## src/design/ttf_pkg.sv

```systemverilog
// ----------------------------------------------------------------------------
// ttf_pkg
// Shared types for the triangle tangent frame block.
// ----------------------------------------------------------------------------
package ttf_pkg;

  typedef logic signed [32:0] pos_delta_t;
  typedef logic signed [24:0] uv_delta_t;

  // One triangle handed from the front end to the back end.
  typedef struct packed {
    logic [31:0] idx0;
    logic [31:0] idx1;
    logic [31:0] idx2;
    pos_delta_t  dp1_x;
    pos_delta_t  dp1_y;
    pos_delta_t  dp1_z;
    pos_delta_t  dp2_x;
    pos_delta_t  dp2_y;
    pos_delta_t  dp2_z;
    uv_delta_t   du1;
    uv_delta_t   dv1;
    uv_delta_t   du2;
    uv_delta_t   dv2;
  } job_t;

  localparam logic [15:0] UNIT_MAX = 16'd32767;

endpackage

```

## src/design/ttf_channels.sv

```systemverilog
// ----------------------------------------------------------------------------
// Channel interfaces
// Vertex input channel and tangent frame output channel, valid/ready.
// ----------------------------------------------------------------------------
interface ttf_vertex_if;
  logic               valid;
  logic               ready;
  logic        [31:0] vertex_index;
  logic signed [31:0] pos_x;
  logic signed [31:0] pos_y;
  logic signed [31:0] pos_z;
  logic signed [23:0] tex_u;
  logic signed [23:0] tex_v;

  modport source (output valid, vertex_index, pos_x, pos_y, pos_z, tex_u, tex_v,
                  input ready);
  modport sink (input valid, vertex_index, pos_x, pos_y, pos_z, tex_u, tex_v,
                output ready);
endinterface


```

## src/design/ttf_front.sv

```systemverilog
// ----------------------------------------------------------------------------
// ttf_front
// Collects the corners of each triangle and forms the edge and UV deltas.
// ----------------------------------------------------------------------------
module ttf_front #(
  parameter int INDEX_BITS = 32
) (
  input  logic          clk,
  input  logic          rst,
  ttf_vertex_if.sink    vertex_in,
  input  logic          q_full,
  output logic          q_push,
  output ttf_pkg::job_t q_data
);

  logic [1:0]            corner_count;
  logic [INDEX_BITS-1:0] held_index [2];
  logic signed [31:0]    held_pos [6];
  logic signed [23:0]    held_uv [4];
  logic                  accept;

  assign vertex_in.ready = (corner_count != 2'd2) || !q_full;
  assign accept          = vertex_in.valid && vertex_in.ready;
  assign q_push          = accept && (corner_count == 2'd2);

  always_comb begin
    q_data.idx0  = 32'(held_index[0]);
    q_data.idx1  = 32'(held_index[1]);
    q_data.idx2  = 32'(vertex_in.vertex_index[INDEX_BITS-1:0]);
    q_data.dp1_x = 33'(held_pos[3]) - 33'(held_pos[0]);
    q_data.dp1_y = 33'(held_pos[4]) - 33'(held_pos[1]);
    q_data.dp1_z = 33'(held_pos[5]) - 33'(held_pos[2]);
    q_data.dp2_x = 33'(vertex_in.pos_x) - 33'(held_pos[0]);
    q_data.dp2_y = 33'(vertex_in.pos_y) - 33'(held_pos[1]);
    q_data.dp2_z = 33'(vertex_in.pos_z) - 33'(held_pos[2]);
    q_data.du1   = 25'(held_uv[2]) - 25'(held_uv[0]);
    q_data.dv1   = 25'(held_uv[3]) - 25'(held_uv[1]);
    q_data.du2   = 25'(vertex_in.tex_u) - 25'(held_uv[0]);
    q_data.dv2   = 25'(vertex_in.tex_v) - 25'(held_uv[1]);
  end

  always_ff @(posedge clk) begin
    if (accept && (corner_count == 2'd0)) begin
      held_index[0] <= vertex_in.vertex_index[INDEX_BITS-1:0];
      held_pos[0]   <= vertex_in.pos_x;
      held_pos[1]   <= vertex_in.pos_y;
      held_pos[2]   <= vertex_in.pos_z;
      held_uv[0]    <= vertex_in.tex_u;
      held_uv[1]    <= vertex_in.tex_v;
    end
    if (accept && (corner_count == 2'd1)) begin
      held_index[1] <= vertex_in.vertex_index[INDEX_BITS-1:0];
      held_pos[3]   <= vertex_in.pos_x;
      held_pos[4]   <= vertex_in.pos_y;
      held_pos[5]   <= vertex_in.pos_z;
      held_uv[2]    <= vertex_in.tex_u;
      held_uv[3]    <= vertex_in.tex_v;
    end
    if (rst) begin
      corner_count <= 2'd0;
    end else if (accept) begin
      corner_count <= (corner_count == 2'd2) ? 2'd0 : corner_count + 2'd1;
    end
  end

endmodule

```

## src/flat_wrapper.sv

```systemverilog
// flat-port wrapper written by rule: the top's interface ports become plain ports
module ttf_front_flat 
#(
  parameter int INDEX_BITS = 32
)
  (clk, rst, q_full, q_push, q_data, vertex_in_valid, vertex_in_vertex_index, vertex_in_pos_x, vertex_in_pos_y, vertex_in_pos_z, vertex_in_tex_u, vertex_in_tex_v, vertex_in_ready);
  ttf_vertex_if vertex_in_i ();
  input  logic clk;
  input  logic rst;
  input  logic q_full;
  output logic q_push;
  output ttf_pkg::job_t q_data;
  input wire logic [$bits(vertex_in_i.valid)-1:0] vertex_in_valid;
  input wire logic [$bits(vertex_in_i.vertex_index)-1:0] vertex_in_vertex_index;
  input wire logic [$bits(vertex_in_i.pos_x)-1:0] vertex_in_pos_x;
  input wire logic [$bits(vertex_in_i.pos_y)-1:0] vertex_in_pos_y;
  input wire logic [$bits(vertex_in_i.pos_z)-1:0] vertex_in_pos_z;
  input wire logic [$bits(vertex_in_i.tex_u)-1:0] vertex_in_tex_u;
  input wire logic [$bits(vertex_in_i.tex_v)-1:0] vertex_in_tex_v;
  output wire logic [$bits(vertex_in_i.ready)-1:0] vertex_in_ready;
  assign vertex_in_i.valid = vertex_in_valid;
  assign vertex_in_i.vertex_index = vertex_in_vertex_index;
  assign vertex_in_i.pos_x = vertex_in_pos_x;
  assign vertex_in_i.pos_y = vertex_in_pos_y;
  assign vertex_in_i.pos_z = vertex_in_pos_z;
  assign vertex_in_i.tex_u = vertex_in_tex_u;
  assign vertex_in_i.tex_v = vertex_in_tex_v;
  assign vertex_in_ready = vertex_in_i.ready;
  ttf_front #(.INDEX_BITS(INDEX_BITS)) u_core (.clk(clk), .rst(rst), .vertex_in(vertex_in_i), .q_full(q_full), .q_push(q_push), .q_data(q_data));
endmodule
```

## config.mk

```make
export PLATFORM = sky130hd
export DESIGN_NAME = ttf_front_flat
export DESIGN_NICKNAME = d
export VERILOG_FILES = /design/src/design/ttf_pkg.sv /design/src/design/ttf_channels.sv /design/src/design/ttf_front.sv /design/src/flat_wrapper.sv
export SDC_FILE = /design/constraint.sdc
export NUM_CORES = 1
export LEC_CHECK = 0
export ABC_AREA = 1
export BUFFER_PORTS_ARGS = -buffer_cell sky130_fd_sc_hd__buf_2
export CAP_MARGIN = 5
export CORE_MARGIN = 1.5
export CORE_UTILIZATION = 59
export CTS_BUF_LIST = sky130_fd_sc_hd__clkbuf_2
export DETAILED_ROUTE_END_ITERATION = 10
export PLACE_DENSITY = 0.84
export SETUP_SLACK_MARGIN = 0.05
export SLEW_MARGIN = 20
export SYNTH_ARGS = -nofsm -noshare
export SYNTH_HDL_FRONTEND = slang
export SYNTH_SLANG_ARGS = --single-unit
export TNS_END_PERCENT = 10
```

## constraint.sdc

```tcl
create_clock -name clk -period 19.1 [get_ports clk]
set_clock_uncertainty 0.15 [all_clocks]
set_input_delay 1.91 -clock clk [delete_from_list [all_inputs] [get_ports clk]]
set_output_delay 1.91 -clock clk [all_outputs]
set_load 0.01 [all_outputs]
```

After elaboration in Yosys (flattened, before gate mapping)
Memory sizes are Yosys's and may differ from the RTL's.
Index checks and enable logic that the tools add are counted.
- bits in registers: 2
- memory bits (writable): 352
- output and inout port bits: 396
- word-level logic and storage cells: 54
- memories: 3
- memory list (name ; depth ; width ; read ports ; clocked after Yosys merged registers in ; wr ports ; line ; RTL):
    u_core.held_pos ; 6 ; 32 ; 6 ; 0 ; 3 ; ttf_front.sv:18 ; logic signed [31:0] held_pos [6];
    u_core.held_uv ; 4 ; 24 ; 4 ; 0 ; 2 ; ttf_front.sv:19 ; logic signed [23:0] held_uv [4];
    u_core.held_index ; 2 ; 32 ; 2 ; 0 ; 1 ; ttf_front.sv:17 ; logic [INDEX_BITS-1:0] held_index [2];
- $add $sub $neg: 11
- eq/ne operators: 3
- muxes and demuxes: 23
- reductions and logical operators: 13
- operators with widths (kind ; number):
    $sub A32 B32 Y33 ; 6
    $mux W32 ; 4
    $reduce_or A32 Y1 ; 4
    $sub A24 B24 Y25 ; 4
    $mux W24 ; 2
    $reduce_or A24 Y1 ; 2
    $mux W1 ; 11
    $mux W3 ; 3
    $mux W2 ; 3
    $logic_and A1 B1 Y1 ; 4
    $add A2 B1 Y2 const B ; 1
    $eq A2 B1 Y1 const B ; 1
    $eq A2 B2 Y1 const B ; 1
    $logic_not A2 Y1 ; 1
    $ne A2 B2 Y1 const B ; 1
    $logic_not A1 Y1 ; 1
    $logic_or A1 B1 Y1 ; 1

Logic depth before layout (Yosys ltp)
- word-level depth: 8
- mapped depth: 14
- gate-level depth less buffers: 14

Worst setup path before layout
OpenSTA, ideal clock, no wires.
- kind: input-to-reg
- start point: in vertex_in_valid
- end point: mem u_core.held_index[1][0], in the netlist u_core.held_index[0][32] (enable)
- setup time: 930 ps
- arrival: 13849 ps
- data required time: 18020 ps
- path slack: 4171 ps
- stages on the path: 2
- path buffers: 0
- cell sequence: inv_1 > nor3_1
- cells in the longest elaborated chain, start to end: 6
- RTL lines (element ; line ; RTL):
    start, declared ; flat_wrapper.sv:13 ; input wire logic [$bits(vertex_in_i.valid)-1:0] vertex_in_valid;
    $logic_and A1 B1 Y1 * ; ttf_front.sv:23 ; assign accept = vertex_in.valid && vertex_in.ready;
    $logic_and A1 B1 Y1 ; ttf_front.sv:51 ; if (accept && (corner_count == 2'd1)) begin
    $mux W1 ; ttf_front.sv:51 ;
    $mux W1 (not written as such) ; ttf_front.sv:52 ; held_index[1] <= vertex_in.vertex_index[INDEX_BITS-1:0];
    $reduce_or A32 Y1 (no source line) ; - ;
    $mux W1 (no source line) ; - ;
    end, declared ; ttf_front.sv:17 ;
Every way passes the cells marked *; elsewhere a longest branch is shown, timed or not.

==> impl_metrics.yaml <==
sta:
  final.min_clock_period_ns: 5.83
  fin_crit_sh: 0.305
  setup_violations: 0
  relSlewSlack: 0.303
  drv_slew: 0
  rsz0062_at_grt: "false"
  max_freq_mhz: 172
  tightestPinTransition_ns: 1.05
  hold_violations: 0
  tns_ns: 0
setup_path:
  cpMaxStageDelayCell: "fa_1"
  crit_buf_inv: 4
  cp.arrival_ns: 3.77
  cp.required_ns: 17.04
  setup.worst_path.class: "in -> out"
  crit_top_cell: "nand2_1"
  r2r-start: "u_core.corner_count[0]"
  crit_family: "simple AND/OR/NAND/NOR gates"
  crit_chain: "buf_2, inv_1, ha_1, fa_1, inv_1, nand2_1, nand2_1, nand3_1, nand2_2, nand2_1, nand2_2, nand2_1, nand2_1, nand2_1, nand2_1, buf_2"
  startpoint: "vertex_in_pos_y[0]"
  cp_max_fo: 3
  crit_path_end_kind: "primary output"
  start_kind: "input pin"
  max_stage_delay_ns: 0.43
clocking:
  clock_latency_ns: 1.02
  numCtsBuffers: 90
  ctsHtreeMaxLevel: 3
  clock_path_buffers: 3
  cts_setup_buffers: 0
  clk_pin_slew_ns: 0.11
  cts_hold_buf: 0
  cts_root_buffer: "clkbuf_2"
  clock_sinks: 354
  cts.repair.resized: 0
  tritoncts: "done"
drt:
  drc_errors: 0
  dr.pass1.iters: 6
  routed_wl_um: 102000
  postRouteAntennaNets: 0
  dr.first_iter.drc_count: 2069
  vias_per_cell: 5.15
  wl_per_cell_um: 16.0
  num_vias: 32800
layout:
  area_growth_pct: 13.7
  fin_nets: 6060
  drive_above_1_share: 0.147
min_path:
  hp-start: "u_core.corner_count[0]"
  hold_class: "reg -> reg"
floorplanning:
  num_rows: 86
  die_area_mm2: 0.0568
  core-area_mm2: 0.0549
  io_pins: 576
  initial_utilization: 0.595
  fp.dieW_um: 238
  dieHeight_um: 238
yosys:
  synth-edff-count: 352
  yosysTopAreaCell: "edfxtp_1"
  syn-instance-count: 4945
  synthFlopType: "edfxtp_1"
  synth-seq-cells: 354
  syn_area_mm2: 0.0327
  seq_area_frac_synth: 0.325
  ys_types: 29
  yosysTopAreaCellShare: 0.324
  synth_fp_nets: 5423
  ys_warn_count: 0
  async_flop_share: 0
  syn_avg_cell_area_um2: 6.61
  ys_top_cells_by_area: "edfxtp_1 (32%), nand2_1 (23%), inv_1 (13%)"
power:
  p_leak_nw: 22.1
  peakVddDrop_mv: 0.0712
  cellPowerDensity_mw_per_mm2: 66.7
  p_total_mw: 2.48
global_route:
  grtUsageTotal: 0.353
  overflow: 0
  antenna_found_initial: 22
  grt_pass1_vias: 31200
  grt_start_max_net_pins: 151
  grt_pass1_wl_um: 156000
place:
  dp_hpwl_um: 85600
  io_buffers: 575
  place.gp.congestion: 0.999
job:
  maxCapViolCount: 0
status:
  status: "finished, final reports clean"
-- area by class of cell --
class                   count  area, µm²
fillers                  5025      17700
diodes                     23       57.6
multi-input cells        3430      17600
flip-flops and latches    354      10600
inverters                1126       4230
clock inverters            35        259
well taps                 704        881
clock buffers             120        601
repair buffers            580       2930
-- placed cells by master (no fill, tap or decap), drive strengths merged --
cell type  instances
nand2           2015
inv             1130
buf              580
nor2             355
edfxtp           352
ha               288
nand3            221
a21oi            214
xor2             120
clkbuf           120
nand4             61
nor3              36
o21ai             33
clkinv            26
xnor2             25
diode             23
o21bai            21
and2              16
fa                10
a21o               7
or2                6
bufinv             3
nand3b             2
clkinvlp           2
dfxtp              2
-- routing by layer --
layer  vias up  share of wire  global-route usage
met2      1256           0.48               0.612
met4        10          0.054               0.197
li1      16500              -                   -
met5         -        0.00069                   0
met3       295          0.083              0.0755
met1     14800           0.38               0.403
-- Yosys cell counts, types with 2 or more instances --
cell type  count
nor2_1       339
a21oi_2       10
nand2_1     1963
nand2_2       52
dfxtp_1        2
or2_1          6
nand4_1       61
and2_1        16
o21bai_1      21
ha_1         288
edfxtp_1     352
fa_1          10
inv_2          2
a21o_1         7
inv_1       1124
nor3_2         7
xnor2_1       25
nand3_1      205
nor3_1        29
nand3_2       16
xor2_1       120
o21ai_0       30
o21ai_2        2
a21oi_1      204
buf_4         35
nand3b_1       2
nor2_2        15
-- where the power goes --
part / switching [mW] / total [mW] / internal, mW
clock network: 0.327 / 0.546 / 0.219
registers: 0.0120 / 0.915 / 0.903
logic: 0.677 / 1.02 / 0.339
-- final timing paths --
check             slack, ns  cells past startpoint                     end
setup reg to reg      16.46                      4  u_core.held_pos[4][21]
setup / recovery      13.27                     16             q_data[165]
hold reg to reg        0.35                      2  u_core.corner_count[0]
hold / removal         0.35                      2  u_core.corner_count[0]
-- stage by stage --
stage	instances	hold slack (ns)	setup WS, ns	util	area (µm²)
final	6372	0.352	13.27	0.677	37100
after global routing	6360	0.383	13.05	0.676	37100
after CTS	6349	0.349	13.29	0.676	37100
after detailed placement	6194	0.333	13.29	0.660	36200
after global placement	6194	0.325	13.35	0.660	36200
after floorplan	4945	0.301	4.17	-	32700
-- registers in the layout, summed over array words and instances (netlist names) --
name	count
u_core.held_uv	96
u_core.held_pos	192
u_core.corner_count	2
u_core.held_index	64
-- tightest hold or removal path, stage by stage, from the launching register on --
cell and delay [ns]:
dfxtp_1 0.35, nand2_1 0.07, a21oi_1 0.05
-- cell families (layout without fill, tap and decap cells) --
group | after synthesis | count (layout) | share of synthesized area
xor gates and xnor gates | 145 | 145 | 0.0389
adders and majority gates | 298 | 298 | 0.116
DFF | 354 | 354 | 0.325
AOI/OAI and AO/OA | 275 | 275 | 0.0456
other | 0 | 23 | 0
buffers and inverters | 1161 | 1861 | 0.137
and+or+nand+nor | 2712 | 2712 | 0.337
(Power assumes the default switching activity.)
