--- config.mk ---
export PLATFORM = sky130hd
export DESIGN_NAME = ttf_queue
export DESIGN_NICKNAME = d
export VERILOG_FILES = /design/src/design/ttf_pkg.sv /design/src/design/ttf_queue.sv
export SDC_FILE = /design/constraint.sdc
export NUM_CORES = 1
export LEC_CHECK = 0
export BUFFER_PORTS_ARGS = -buffer_cell sky130_fd_sc_hd__buf_4
export CORE_ASPECT_RATIO = 0.7
export CORE_MARGIN = 2
export CORE_UTILIZATION = 35
export DETAILED_ROUTE_END_ITERATION = 16
export PLACE_DENSITY_LB_ADDON = 0.1
export REMOVE_ABC_BUFFERS = 1
export SLEW_MARGIN = 20
export SYNTH_ARGS = -nofsm -noshare
export SYNTH_HDL_FRONTEND = slang
export SYNTH_SLANG_ARGS = --single-unit
export TNS_END_PERCENT = 50
--- constraint.sdc ---
create_clock -name clk -period 22.3 [get_ports clk]
set_input_delay 2.23 -clock clk [delete_from_list [all_inputs] [get_ports clk]]
set_output_delay 2.23 -clock clk [all_outputs]
set_load 0.1 [all_outputs]
--- src/design/ttf_pkg.sv ---
// ----------------------------------------------------------------------------
// ttf_pkg
// Shared types for the triangle tangent frame block.
// ----------------------------------------------------------------------------
package ttf_pkg;

  typedef logic signed [32:0] pos_delta_t;
  typedef logic signed [24:0] uv_delta_t;

  // One triangle handed from the front end to the back end.
  typedef struct packed {
    logic [31:0] idx0;
    logic [31:0] idx1;
    logic [31:0] idx2;
    pos_delta_t  dp1_x;
    pos_delta_t  dp1_y;
    pos_delta_t  dp1_z;
    pos_delta_t  dp2_x;
    pos_delta_t  dp2_y;
    pos_delta_t  dp2_z;
    uv_delta_t   du1;
    uv_delta_t   dv1;
    uv_delta_t   du2;
    uv_delta_t   dv2;
  } job_t;

  localparam logic [15:0] UNIT_MAX = 16'd32767;

endpackage

--- src/design/ttf_queue.sv ---
// ----------------------------------------------------------------------------
// ttf_queue
// Two-entry triangle queue between the front end and the back end.
// ----------------------------------------------------------------------------
module ttf_queue (
  input  logic          clk,
  input  logic          rst,
  input  logic          push,
  input  ttf_pkg::job_t push_data,
  output logic          full,
  input  logic          pop,
  output logic          valid,
  output ttf_pkg::job_t pop_data
);

  ttf_pkg::job_t entries [2];
  logic       wr_ptr;
  logic       rd_ptr;
  logic [1:0] count;

  assign full     = (count == 2'd2);
  assign valid    = (count != 2'd0);
  assign pop_data = entries[rd_ptr];

  always_ff @(posedge clk) begin
    if (push) begin
      entries[wr_ptr] <= push_data;
    end
    if (rst) begin
      wr_ptr <= 1'b0;
      rd_ptr <= 1'b0;
      count  <= 2'd0;
    end else begin
      if (push) begin
        wr_ptr <= ~wr_ptr;
      end
      if (pop) begin
        rd_ptr <= ~rd_ptr;
      end
      case ({push, pop})
        2'b10:   count <= count + 2'd1;
        2'b01:   count <= count - 2'd1;
        default: count <= count;
      endcase
    end
  end

endmodule

# Word level (Yosys, flattened, before mapping)
# Memories as Yosys holds them, arrays and structs flattened. A register that Yosys moved wholly into a read port is not among the register bits.
# Cells that the tools add are included.
dict set report totals {
  mem_count 1
  output_inout_bits 396
  in_bits 398
  ramBits 788
  elab_cells 18
  register_bits 4
}
# name depth word_bits read_ports rd_clocked_by_memory_dff wr line_no
set mem_list {}
lappend mem_list {entries 2 394 1 1 1 ttf_queue.sv:16} ;# ttf_pkg::job_t entries [2];
dict set report op_classes {
  muxes 5
  bitwise_logic 2
  n_reduce_logical 2
  n_eq_ne 3
  n_addsub 2
}
# cell n
set op_table {}
lappend op_table {{$eq A2 B2 Y1 const B} 2}
lappend op_table {{$mux W1} 4}
lappend op_table {{$pmux W2 S2} 1}
lappend op_table {{$reduce_bool A2 Y1} 2}
lappend op_table {{$add A2 B1 Y2 const B} 1}
lappend op_table {{$eq A2 B1 Y1 const B} 1}
lappend op_table {{$not A1 Y1} 2}
lappend op_table {{$sub A2 B1 Y2 const B} 1}

# Logic depth before layout (Yosys ltp)
# Gate-level depths: netlist (run 1).
dict set report logic_depth {
  ltp_word 3
  depth_mapped 5
  ltp_nobuf 5
}

# Worst setup path before layout (run 1)
# Ideal clock, no wire load.
dict set report synth_timing {
  path_type {input port to flip-flop}
  startpoint {in push}
  endpoint {mem entries[0][0] in the netlist's numbering (enable)}
  n_path_buf 0
  t_required_ns 21.130
  setup_time_ns 1.170
  setup_slack_ns 2.357
  path_stages 2
  arrival_ns 18.773
  path_cell_list {inv_1 > nor2_1}
}
dict set report synth_between {
  elab_chain_cells 2
}
# item line_no
set synth_rtl {}
lappend synth_rtl {{from (decl)} ttf_queue.sv:8} ;# input logic push,
lappend synth_rtl {{$mux W1} ttf_queue.sv:26} ;# if (push) begin
lappend synth_rtl {{$mux W1 (not written as such)} ttf_queue.sv:27} ;# entries[wr_ptr] <= push_data;
lappend synth_rtl {{to (decl)} ttf_queue.sv:16}
# Every way passes these cells.

==> results.cfg, run 1 <==
[run_status]
status = finished clean

[grt]
grt_pass1_wl_mm = 101
antenna_found_initial = 11
overflow = 0
grt_pass1_vias = 15163
track_usage_pct = 15.7
grt_max_degree = 161

[critical_path]
crit_path_frequent_cell = buf_4
start_kind = flop
cp_cell_sequence = buf_4, buf_12, mux2_2, buf_4
path_class = flop to primary output
cp_data_required_time_ps = 20070
crit_fanout = 113
crit_buf_inv = 3
cp-end-kind = primary output
r2r_setup_slack_ps = 18100
crit_arrival_ps = 3900
critPathTopFamily = buffers and inverters
cp_slowest_stage_delay_ps = 900
critPathSlowestCell = buf_4

[detailed_routing]
routed.top_layer = met5
drtIter0Drc = 785
ant_nets = 0
first_pass_iters = 6
wl_met3_mm = 6.66
wl_mm = 72.3
vias = 14697
wl_per_cell_um = 21.8
viasPerCell = 4.44
wl_met1_mm = 24.6
drc = 0
route.met2.wl_mm = 39.3

[place]
portBuffers = 793
dp_hpwl_mm = 49.3
place_congestion = 0.758
place_ws_ps = 16150

[sta]
relSlewSlack_pct = 19.3
fin_skew_ps = 13.0
max_freq_ghz = 0.163
fin_crit_ps = 6130
final.period_utilization_pct = 27.5
tns_ps = 0
layout_setup_ws_ps = 16170
rsz0062_at_grt = false
tightest_slew_ps = 1210
final-max-slew-violation-count = 0
finalHoldViolCount = 0
setup_viol = 0

[cts]
htree_levels = 3
cts_tree = done
cts_inserted_buffers = 82
insertion_delay_ps = 610
post_cts_buffers = 0
cts_resized = 0
clock_sinks = 793
cts.path.max_buffers = 3
cts.clk_slew.worst_paths_ps = 60
cts_root_buffer = clkbuf_16
holdBufCountCts = 0

[logic_synthesis]
syn_inst = 1248
synth.yosys.seq_area_share_pct = 78.7
yosys-top-cells-count = edfxtp_1, mux2_4, mux2_2, buf_6, buf_8
synthesis.area_sq_um = 30200
synth_top_flop_cell = edfxtp_1
ys_top_cells_by_area = edfxtp_1, mux2_4, mux2_2
yosys.area.top_type = edfxtp_1
synth-seq-cells = 793
yosysWarnings = 0
synth_cell_types = 19
synth_edf_count = 788
avgSynthCellArea_sq_um = 24.2
yosysMostFrequentCell = edfxtp_1
async_flop_share_pct = 0
yosysTopAreaCellShare_pct = 78.4

[flow_run]
drv_cap = 0

[pwr]
p_switching_uw = 1340
vdd_drop_max_v = 0.0000631
p_leak_uw = 0.0154
clkPwrFrac_pct = 31.8
p_per_area_nw_per_um2 = 103
seqPwrFrac_pct = 43.0
combPwrFrac_pct = 25.2
switching_share_pct = 32.5
p_int_uw = 2770

[die]
num_io_pins = 794
die_w_um = 355
die_y_um = 250
row_count = 90
coreArea_sq_um = 85800
dieArea_sq_um = 88700
initial_core_util_pct = 35.2

[final_layout]
n_fill_cell = 7507
area_growth_pct = 31.6
register_area_sq_um = 23800
fin_nets = 2493
drive_above_1_share_pct = 60.9
multi_input_area_sq_um = 5900

[worst_hold_path]
min_path_type = flop to flop
-- per-stage QoR --
step	cells	hold WS (ps)	util [%]	power, uW	cell area [sq um]
final	3311	511	46.3	4100	39700
after global routing	3310	551	46.3	4250	39700
after CTS	3307	517	46.3	4170	39700
after detailed placement	3160	502	43.4	2840	37200
after global placement	3160	478	43.4	2840	37200
after floorplan	1204	456	-	2750	29700
-- cells by family (layout without fill, tap and decap cells) --
logic type      Yosys count  count (layout)  synth area share (%)
flops                   793             793                  78.7
mux                     394             394                  19.2
buf+inv                  45             954                  1.79
simple gates              9               9                 0.145
xor+xnor                  4               4                 0.116
compound gates            2               2                0.0331
fa+ha+maj                 1               1                0.0414
other cells               0               4                     0
-- metal layers --
layer	vias to the layer above	track usage (%)
li1	6696	-
met1	7422	16.0
met3	118	6.75
met5	-	0
met4	14	4.58
met2	447	28.7
-- flip-flops by register name, summed over array words and instances (netlist names), named ones only --
signal / count
count: 2
entries: 788
rd_ptr: 1
wr_ptr: 1
-- final cells by class --
type	instances	area share (%)
Multi-Input combinational cell	410	14.8
Inverter	1	0.00944
Timing Repair Buffer	806	15.4
Antenna cell	4	0.0252
Tap cell	1150	3.62
Clock buffer	109	5.47
Clock inverter	38	0.878
Sequential cell	793	59.8
-- worst min-delay path: cells and delay by family (launching register included) --
kind               cells  cell delay, ps
AOI/OAI and AO/OA      2             140
DFF                    1             320
-- power by group through the flow --
stage               clock (uW)  combinational (uW)  sequential (uW)
CTS                       1350                1040             1770
detailed placement           0                1040             1800
global placement             0                1040             1800
floorplan                    0                 888             1870
global route              1410                1060             1770
finish                    1310                1030             1770
-- path summary, 6_finish.rpt --
| check | startpoint | end | cells past startpoint |
|---|---|---|---|
| worst max-delay path | flop | pop_data[21] | 4 |
| worst min register to register | count[1]$_SDFFE_PP0P_ | count[1]$_SDFFE_PP0P_ | 2 |
| worst max register to register | wr_ptr$_SDFFE_PP0P_ | entries[1][379]$_DFFE_PP_ | 4 |
| worst min-delay path | count[1]$_SDFFE_PP0P_ | count[1]$_SDFFE_PP0P_ | 2 |
-- cells in the final DEF, fill, tap and decap left out --
cell type and count:
inv_1 1, nor2_1 4, clkinv_1 11, diode_2 4
xnor2_1 3, clkinv_4 2, nor2_4 1, bufinv_16 6
o21ai_0 1, clkbuf_16 83, buf_12 4, nor2b_1 1
or3_1 1, or2_2 1, clkinv_2 15, and2_4 1
dfxtp_1 4, xor2_1 1, ha_1 1, clkbuf_1 26
buf_4 802, mux2_2 34, edfxtp_1 788, dfxtp_4 1
a21oi_1 1, inv_6 4, mux2_4 360
(Power assumes the default switching activity.)
==> run 2: changes to the inputs <==
ABC_AREA = 1   (was not set)
clock period = 6.05 ns   (was 22.3 ns; I/O delays follow)
==> run 2 against run 1 <==
Die area is essentially flat. Routed wire length grew 1.6%. Synthesized area is essentially flat. Worst setup slack lost 14000 ps. Total power grew to 3.6 times the previous value. Global-route usage grew 0.36 points. Final area grew 0.27%. Synthesized cell count grew 0.88%. Critical path type unchanged. Highest routed layer unchanged.
==> results.cfg, run 2 <==
[pwr]
vdd_drop_max_v = 0.000237
p_int_uw = 10100
p_per_area_nw_per_um2 = 374
clkPwrFrac_pct = 32.7
switching_share_pct = 32.0
p_leak_uw = 0.0155
combPwrFrac_pct = 24.0
p_switching_uw = 4760
seqPwrFrac_pct = 43.4

[final_layout]
reg_top3 = entries x788, count x2
area_growth_pct = 31.9
final_util_pct = 46.4
drive_above_1_share_pct = 60.8
fin_nets = 2506
n_fill_cell = 7468
layout_common_cells = buf_4, edfxtp_1, mux2_4
largest_reg_flops = 788
final_common_cell = buf_4
regMostFlops = entries

[logic_synthesis]
synth-seq-cells = 793
synth_top_flop_cell = edfxtp_1
synth_edf_count = 788
async_flop_share_pct = 0
synth.yosys.seq_area_share_pct = 78.7
avgSynthCellArea_sq_um = 24.0
yosys-top-cells-count = edfxtp_1, mux2_4, mux2_2, buf_6, buf_8
synthesis.area_sq_um = 30200
ys_top_cells_by_area = edfxtp_1, mux2_4, mux2_2
yosysTopAreaCellShare_pct = 78.3
syn_inst = 1259
yosysMostFrequentCell = edfxtp_1
yosys.area.top_type = edfxtp_1
synth_cell_types = 17
yosysWarnings = 0

[critical_path]
r2r_setup_slack_ps = 3550
crit_fanout = 45
critPathTopFamily = buffers and inverters
crit_arrival_ps = 3040
cp_data_required_time_ps = 5440
path_class = flop to primary output
cp_slowest_stage_delay_ps = 910
crit_buf_inv = 2
start_kind = flop
cp-end-kind = primary output
critPathSlowestCell = dfxtp_4
cp_cell_sequence = buf_4, mux2_2, buf_4
crit_path_frequent_cell = buf_4

[grt]
overflow = 0
antenna_found_initial = 12
track_usage_pct = 16.0
grt_max_degree = 150
grt_pass1_vias = 15755
grt_pass1_wl_mm = 103

[place]
portBuffers = 793
dp_hpwl_mm = 50.3
place_congestion = 0.761
place_ws_ps = 2980

[die]
coreArea_sq_um = 85800
die_w_um = 355
dieArea_sq_um = 88700
die_y_um = 250
num_io_pins = 794
initial_core_util_pct = 35.2
row_count = 90

[run_status]
status = finished clean

[cts]
cts_resized = 0
cts.clk_slew.worst_paths_ps = 60
cts_tree = done
holdBufCountCts = 0
cts_inserted_buffers = 81
cts_root_buffer = clkbuf_16
clock_sinks = 793
htree_levels = 3
insertion_delay_ps = 620
cts.path.max_buffers = 3
post_cts_buffers = 0

[detailed_routing]
wl_met1_mm = 24.9
routed.top_layer = met5
viasPerCell = 4.46
route.met2.wl_mm = 40.2
wl_mm = 73.5
wl_per_cell_um = 22.1
wl_met3_mm = 6.66
vias = 14855
drc = 0
ant_nets = 0
first_pass_iters = 5
drtIter0Drc = 726

[sta]
tightest_slew_ps = 1080
fin_crit_ps = 3640
final-max-slew-violation-count = 0
relSlewSlack_pct = 28.0
final.period_utilization_pct = 60.2
fin_skew_ps = 14.9
layout_setup_ws_ps = 2410
setup_viol = 0
max_freq_ghz = 0.274
rsz0062_at_grt = false
finalHoldViolCount = 0

[worst_hold_path]
min_path_type = primary input to flop

[flow_run]
drv_cap = 0
==> run 2: changes by cell type in the layout (fill, tap and decap cells not counted), sizes merged, moves of 2 or more <==
cell / before / now
nand2: 0 / 6
buf: 806 / 809
xnor2: 3 / 1
nor2: 5 / 9
inv: 5 / 11
clkinv: 28 / 37
diode: 4 / 6
clkbuf: 109 / 99
==> run 2: cell type report <==
type,count,area (sq um),share of cell area (%)
Antenna cell,6,15.0,0.0377
Clock buffer,99,2140,5.36
Clock inverter,49,417,1.05
Inverter,7,33.8,0.0848
Multi-Input combinational cell,415,5890,14.8
Sequential cell,793,23800,59.6
Tap cell,1150,1440,3.61
Timing Repair Buffer,809,6150,15.4
==> run 2: metal layers <==
layer,track usage (%),up-vias
met5,0,-
met4,4.79,12
met3,6.71,110
met2,29.7,456
met1,16.2,7551
li1,-,6726
==> run 2: logic make-up after synthesis <==
logic type      after synthesis  synth area share (%)
fa+ha+maj                     1                0.0414
flops                       793                  78.7
simple gates                 17                 0.224
mux                         394                  19.2
buf+inv                      51                  1.86
compound gates                2                0.0331
xor+xnor                      1                0.0290
==> run 2: metrics by stage <==
stage / hold WS [ps] / total power [uW] / area, sq um / TNS (ps) / instances
2_1_floorplan: 476 / 9890 / 29700 / -9984240 / 1215
3_3_place_gp: 490 / 10200 / 37300 / 0 / 3174
3_5_place_dp: 502 / 10200 / 37300 / 0 / 3174
4_1_cts: 103 / 15100 / 39800 / 0 / 3322
5_1_grt: 111 / 15400 / 39800 / 0 / 3326
6_report: 157 / 14900 / 39900 / 0 / 3328
==> run 2: power groups by stage <==
| stage | Clock (uW) | Sequential, uW | Combinational, uW |
|---|---|---|---|
| final | 4860 | 6460 | 3570 |
| after global routing | 5240 | 6480 | 3670 |
| after CTS | 5040 | 6460 | 3610 |
| after detailed placement | 0 | 6580 | 3600 |
| after global placement | 0 | 6570 | 3590 |
| after floorplan | 0 | 6790 | 3100 |
==> run 2: final timing paths <==
| kind | from | endpoint | cells past startpoint |
|---|---|---|---|
| setup / recovery | flop | pop_data[3] | 3 |
| hold / removal | push_data[344] | entries[0][344]$_DFFE_PP_ | 1 |
| setup reg to reg | wr_ptr$_SDFFE_PP0P_ | entries[1][380]$_DFFE_PP_ | 3 |
| hold reg to reg | rd_ptr$_SDFFE_PP0P_ | flop | 2 |
==> run 3: changes to the inputs <==
ABC_AREA = 0   (was 1)
clock period = 3.4 ns   (was 6.05 ns; I/O delays follow)
==> run 3 against run 2 <==
Highest routed layer unchanged. Die area about the same. Combinational power increased by 100%. Final area rose by 11%. Critical path depth did not move. Critical endpoint is now pop_data[313].
==> results.cfg, run 3 (synthesis gave the netlist of run 1 again) <==
[pwr]
p_leak_uw = 0.0173
seqPwrFrac_pct = 42.0
combPwrFrac_pct = 26.3
switching_share_pct = 32.6
clkPwrFrac_pct = 31.7
vdd_drop_max_v = 0.000416
p_switching_uw = 8980
p_int_uw = 18600
p_per_area_nw_per_um2 = 625

[critical_path]
critPathSlowestCell = dfxtp_4
cp_slowest_stage_delay_ps = 780
cp_cell_sequence = buf_4, mux2_4, buf_4
start_kind = flop
crit_path_frequent_cell = buf_4
path_class = flop to primary output
crit_fanout = 25
cp_data_required_time_ps = 3060
crit_arrival_ps = 2520
cp-end-kind = primary output

[cts]
cts_inserted_buffers = 80
cts_resized = 0
post_cts_buffers = 0
clock_sinks = 793
cts_tree = done
cts.clk_slew.worst_paths_ps = 60
cts.path.max_buffers = 3
holdBufCountCts = 398
cts_root_buffer = clkbuf_16
insertion_delay_ps = 610
htree_levels = 3

[detailed_routing]
drtIter0Drc = 983
ant_nets = 0
vias = 16363
first_pass_iters = 4
drc = 0
wl_per_cell_um = 20.7
viasPerCell = 4.38
wl_mm = 77.2

[place]
dp_hpwl_mm = 53.6
place_congestion = 0.815
portBuffers = 793
dp.cells = 3181

[final_layout]
drive_above_1_share_pct = 52.0
regMostFlops = entries
n_fill_cell = 7131
fin_cells = 3733
final_common_cell = buf_4
layout_common_cells = buf_4, edfxtp_1, dlygate4sd3_1
fin_nets = 2910
area_growth_pct = 46.2
largest_reg_flops = 788
final_util_pct = 51.4
reg_top3 = entries x788, count x2

[die]
num_io_pins = 794
die_w_um = 355
coreArea_sq_um = 85800
initial_core_util_pct = 35.2
dieArea_sq_um = 88700
die_y_um = 250
row_count = 90

[sta]
fin_crit_ps = 2860
setup_viol = 0
final-max-slew-violation-count = 0
tightest_slew_ps = 811
finalHoldViolCount = 0
tns_ps = 0
relSlewSlack_pct = 45.9
final.period_utilization_pct = 84.0
hold_ws_ps = 451
fin_skew_ps = 13.4
rsz0062_at_grt = false
max_freq_ghz = 0.350

[worst_hold_path]
min_path_type = primary input to flop

[grt]
track_usage_pct = 16.8
grt_pass1_wl_mm = 111
overflow = 0
antenna_found_initial = 12
grt_max_degree = 127
grt_pass1_vias = 17589

[run_status]
status = finished clean

[flow_run]
drv_cap = 0
==> run 3: power by group through the flow <==
stage / Sequential [uW] / Clock, uW / Combinational [uW]
after detailed placement: 11800 / 0 / 6910
final: 11600 / 8740 / 7270
after global placement: 11800 / 0 / 6890
after CTS: 11600 / 9010 / 7340
after floorplan: 12200 / 0 / 5820
after global routing: 11600 / 9390 / 7480
==> run 3: final timing paths <==
path	from	endpoint	slack, ps	cells past startpoint
min	push_data[124]	entries[1][124]$_DFFE_PP_	450	2
max reg2reg	wr_ptr$_SDFFE_PP0P_	entries[1][51]$_DFFE_PP_	1370	2
min reg2reg	rd_ptr$_SDFFE_PP0P_	rd_ptr$_SDFFE_PP0P_	520	2
max	flop	pop_data[313]	540	3
==> run 3: worst max-delay path: cells and delay by family, from the launching register on <==
| family | cells | cell delay [ps] |
|---|---|---|
| multiplexers | 1 | 340 |
| flip-flops | 1 | 780 |
| buffers and inverters | 2 | 720 |
==> run 3: layout make-up <==
| class | count | area (sq um) | share of cell area, % |
|---|---|---|---|
| clock buffer | 95 | 2080 | 4.71 |
| clock inverter | 51 | 508 | 1.15 |
| multi-input combinational | 410 | 5900 | 13.4 |
| sequential | 793 | 23800 | 53.9 |
| inverter | 1 | 3.75 | 0.00851 |
| antenna | 8 | 20.0 | 0.0454 |
| tap | 1150 | 1440 | 3.26 |
| timing repair buffer | 1225 | 10400 | 23.6 |
==> run 3: metrics by stage <==
stage | total power (uW) | area (sq um) | setup WS [ps]
floorplan | 18100 | 29700 | -14650
global placement | 18700 | 37500 | 1160
detailed placement | 18700 | 37500 | 1140
CTS | 27900 | 44100 | 434
global route | 28500 | 44100 | 419
finish | 27600 | 44100 | 544
==> run 3: metal layers <==
metal  vias up  GRT usage, %  wire length (um)
met5         -             0                46
met4         8          6.13              2570
met3       138          5.35              5390
met2       472          30.1             40700
met1      8199          18.5             28500
li1       7546             -                 -
